===== src/hdl/tiq_pkg.sv =====
// shared types and constants for the timestamped input queue
package tiq_pkg;

	localparam int TIME_W  = 48;
	localparam int CHAN_W  = 16;
	localparam int CHANS_W = 4 * CHAN_W;
	localparam int STEP_W  = 32;
	localparam int PER_W   = 16;
	localparam int LIM_W   = STEP_W + 1 + PER_W;

	localparam logic [PER_W-1:0] PERIOD_RESET = 16'd1000;

	typedef enum logic [1:0] {
		CMD_PUSH  = 2'd0,
		CMD_TICK  = 2'd1,
		CMD_CLEAR = 2'd2,
		CMD_NOP   = 2'd3
	} cmd_t;

	typedef enum logic [1:0] {
		STATUS_OK   = 2'd0,
		STATUS_OLD  = 2'd1,
		STATUS_FULL = 2'd2,
		STATUS_RSVD = 2'd3
	} status_t;

	typedef enum logic [1:0] {
		ST_IDLE,
		ST_LIMIT,
		ST_CHECK
	} state_t;

	typedef struct packed {
		logic accept;
		logic load_limit;
		logic take;
		logic finish;
	} ctrl_cmd_t;

	typedef struct packed {
		logic drain_hit;
	} dp_status_t;

endpackage


===== src/hdl/tiq_ctrl.sv =====
// controller: request handshake and the step tick drain sequence
module tiq_ctrl (
	input  logic              clk,
	input  logic              arst_n,
	input  logic              s_tvalid,
	output logic              s_tready,
	input  tiq_pkg::cmd_t     cmd,
	output logic              m_tvalid,
	input  logic              m_tready,
	input  tiq_pkg::dp_status_t dp_sts,
	output tiq_pkg::ctrl_cmd_t  ctl
);
	import tiq_pkg::*;

	state_t state_q, state_d;
	logic   out_valid_q;
	logic   out_load;

	always_ff @(posedge clk or negedge arst_n) begin
		if (!arst_n) begin
			state_q     <= ST_IDLE;
			out_valid_q <= 1'b0;
		end else begin
			state_q <= state_d;
			if (out_load) begin
				out_valid_q <= 1'b1;
			end else if (m_tready) begin
				out_valid_q <= 1'b0;
			end
		end
	end

	always_comb begin
		state_d  = state_q;
		ctl      = '0;
		out_load = 1'b0;
		s_tready = 1'b0;
		case (state_q)
			ST_IDLE: begin
				s_tready   = !out_valid_q || m_tready;
				ctl.accept = s_tvalid && s_tready;
				if (ctl.accept) begin
					if (cmd == CMD_TICK) begin
						state_d = ST_LIMIT;
					end else begin
						out_load = 1'b1;
					end
				end
			end
			ST_LIMIT: begin
				ctl.load_limit = 1'b1;
				state_d        = ST_CHECK;
			end
			ST_CHECK: begin
				if (dp_sts.drain_hit) begin
					ctl.take = 1'b1;
				end else begin
					ctl.finish = 1'b1;
					out_load   = 1'b1;
					state_d    = ST_IDLE;
				end
			end
			default: begin
				state_d = ST_IDLE;
			end
		endcase
	end

	assign m_tvalid = out_valid_q;

endmodule


===== config.mk =====
export PLATFORM = sky130hd
export DESIGN_NAME = tiq_ctrl
export DESIGN_NICKNAME = d
export VERILOG_FILES = /design/src/hdl/tiq_pkg.sv /design/src/hdl/tiq_ctrl.sv
export SDC_FILE = /design/constraint.sdc
export NUM_CORES = 1
export LEC_CHECK = 0
export BUFFER_PORTS_ARGS = -buffer_cell sky130_fd_sc_hd__buf_2
export CAP_MARGIN = 20
export CORE_AREA = 4 4 41 43
export DETAILED_ROUTE_END_ITERATION = 10
export DIE_AREA = 0 0 45 47
export PLACE_DENSITY = 0.34
export SLEW_MARGIN = 10
export SYNTH_ARGS = -nofsm -noshare
export SYNTH_HDL_FRONTEND = slang
export SYNTH_SLANG_ARGS = --single-unit
export TNS_END_PERCENT = 5

===== constraint.sdc =====
create_clock -name clk -period 1.67 [get_ports clk]
set_input_delay 0.2505 -clock clk [delete_from_list [all_inputs] [get_ports clk]]
set_output_delay 0.2505 -clock clk [all_outputs]
set_load 0.01 [all_outputs]

==> impl_results.md <==
- Status: finished clean
- First-pass GRT wire length: 738 µm
- P_sw: 0.0709 mW
- Tot GR Track Use: 5.38%
- Synth Register Bits: 3
- Internal: 0.199 mW
- Syn_nets: 23
- DR pass1 iterations: 2
- Cell Rows: 13
- GR Util met3: 5.36%
- Final setup violation count: 0
- Clock power frac: 46.5%
- Worst reg2reg path depth: 2
- DRC: 0
- Syn Inst Count: 16
- I/O pins: 13
- Seq pwr share: 32.0%
- Setup TNS: 0 ns
- Mean area per synthesized cell: 10.4 µm²
- ANT cells: 0
- Number of buffers created by CTS: 3
- Post-layout util: 21.1%
- Largest net degree at the start of global routing: 7
- Final min period: 1.56 ns
- Final Skew: 0.00389 ns
- Core area: 1300 µm²
- Critical path arrival: 1.31 ns
- PD cells: 986 nW/µm²
- HP Class: input port to register
- Reg2reg setup slack: 0.59 ns
- Routed Antenna Nets: 0
- Via count: 185
- CP cell instances: or3b_1 -> nor2_1 -> buf_2
- Min Hold Slack: 0.282 ns
- Max VDD drop: 0.550 mV
- Antenna violations before repair: 0
- Clock Pin Slew Worst Setup and Hold Paths: 0.03 ns
- Area Overhead vs Synth: 64.7%
- Slew @ Worst Pin: 0.299 ns
- Clk_lat worst skew: 0.23 ns
- Die X: 45 µm
- Overflow after GRT: 0
- Critical Path Max Stage Delay: 0.42 ns
- CP endpoint: ctl[3]
- Met2 GRT Util: 6.78%
- Multi-input logic area: 83.8 µm²
- Drt wl/cell: 9.47 µm
- Final wirelength: 445 µm
- Die Span Y: 47 µm
- FILL cells: 157
- Crit Path Max Fanout: 6
- CTS tree: yes
- First-iteration detailed-routing DRC count: 3
- H-tree lvl count: 1
- Final period utilization: 93.4%
- Reg area: 75.1 µm²
- Routability congestion estimate: 0.668
- Final hold vios: 0
- Synthesized area: 166 µm²
- Switching part of the total: 26.2%
- Placed Cells: 42
- CTS root buffer: clkbuf_4
- Number of global-route vias before repair: 185
- Final nets: 40
- FF-to-FF End: state_q[0]
- CTS max path bufs: 2
- PortBufs: 12
- Initial core utilization: 12.8%
- Finished Layout Cells: 47
- Sequential fraction of the synthesis area: 45.1%
- Global route hottest layer: met2
- CP required: 1.42 ns
- # resized after CTS: 0
- Placed inst area: 238 µm²
- Startpoint types: register
- Sink Count: 3
- Netlist cell types: 12
- Layout cells sized above 1: 56.3%
- Lkg Pwr: 0.145 nW
- Combinational power share: 21.5%
- Crit. End Element: output port
- DP Wirelength: 377 µm
- Vias per cell: 3.94
- Relative slew margins: 80.0%
- Synthesis Warnings: 0
- RSZ-0062 raised after global routing: false
- Cell area after layout: 274 µm²
- Crit path launch: state_q[0]
- Crit Reg-Reg Startpoint: state_q[0]
- Critical path type: register to output port
- Met1 GRT Util: 5.48%
- Number of max-cap violations: 0
- Slew Viols, Final: 0
- Die area: 2120 µm²
- Max Freq: 641 MHz
- Critical-path top delay cell: or3b_1
-- timing repair --
action / CTS / global route
hold buffers: 1 / 0
endpoints found under the hold margin: 3 / 0
buffers inserted: 0 / 0
-- worst max-delay path, delay by kind of cell (launching register included) --
family                 cells  cell delay [ns]
buffers and inverters      1             0.14
flip-flops                 1             0.41
AND/OR/NAND/NOR            2             0.52
-- metrics by stage --
| step | setup slack (ns) | power, mW |
|---|---|---|
| CTS | 0.111 | 0.276 |
| global placement | 0.384 | 0.143 |
| floorplan | 0.448 | 0.118 |
| detailed placement | 0.363 | 0.144 |
| finish | 0.111 | 0.270 |
| global route | 0.0179 | 0.291 |
-- flip-flops by register name (all words and copies together), names as in the netlist --
signal	cells
state_q	2
m_tvalid	1
-- kinds of logic after synthesis --
logic type,Yosys count,synth area share [%]
AO/OA/AOI/OAI,1,6.02
buffers and inverters,1,4.51
AND/OR/NAND/NOR,11,44.4
flip-flops,3,45.1
-- synth_stat cells, drive strengths merged --
cell / count / share of area, %
nor2b: 2 / 7.5
dfrtp: 3 / 45
or2: 1 / 3.8
or3b: 1 / 5.3
nor2: 2 / 4.5
buf: 1 / 4.5
nor3: 2 / 9.0
nor3b: 1 / 4.5
and3b: 1 / 6.0
nand2b: 1 / 3.8
a311o: 1 / 6.0
-- layer usage --
layer,vias to the layer above,part of all wire (%)
li1,88,-
met1,84,47
met2,13,37
met3,0,16
met4,0,0
met5,-,0
-- worst min path at each step --
stage          cells after the start      from       end  slack, ns
3_5_place_dp                       1    arst_n  m_tvalid       0.05
4_1_cts                            2  s_tvalid  m_tvalid       0.28
6_report                           2  s_tvalid  m_tvalid       0.28
5_1_grt                            2  s_tvalid  m_tvalid       0.27
3_3_place_gp                       1    arst_n  m_tvalid       0.05
2_1_floorplan                      0    arst_n  m_tvalid      -0.05
-- cell usage in the layout (no fill, tap or decap) --
| cell | netlist | layout |
|---|---|---|
| nor2_1 | 2 | 2 |
| or2_2 | 1 | 1 |
| nor3b_1 | 1 | 1 |
| and3b_2 | 1 | 1 |
| or3b_1 | 1 | 1 |
| clkbuf_4 | 0 | 3 |
| a311o_1 | 1 | 1 |
| dfrtp_1 | 3 | 3 |
| clkbuf_1 | 0 | 1 |
| nand2b_1 | 1 | 1 |
| nor2b_1 | 2 | 2 |
| buf_2 | 0 | 12 |
| nor3_1 | 1 | 1 |
| dlygate4sd3_1 | 0 | 1 |
| nor3_2 | 1 | 1 |
-- area by class of cell --
class | count | area share [%]
multi-input combinational | 12 | 30.6
sequential | 3 | 27.4
timing repair buffer | 13 | 25.6
clock buffer | 4 | 9.59
tap | 15 | 6.85
-- power groups by stage --
| stage | clock network, mW | logic [mW] | registers (mW) |
|---|---|---|---|
| after floorplan | 0 | 0.0303 | 0.0881 |
| after global placement | 0 | 0.0559 | 0.0869 |
| after detailed placement | 0 | 0.0569 | 0.0873 |
| after CTS | 0.131 | 0.0593 | 0.0865 |
| after global routing | 0.139 | 0.0642 | 0.0872 |
| final | 0.126 | 0.0581 | 0.0866 |
Note: power is estimated with default switching activity, not from simulation.
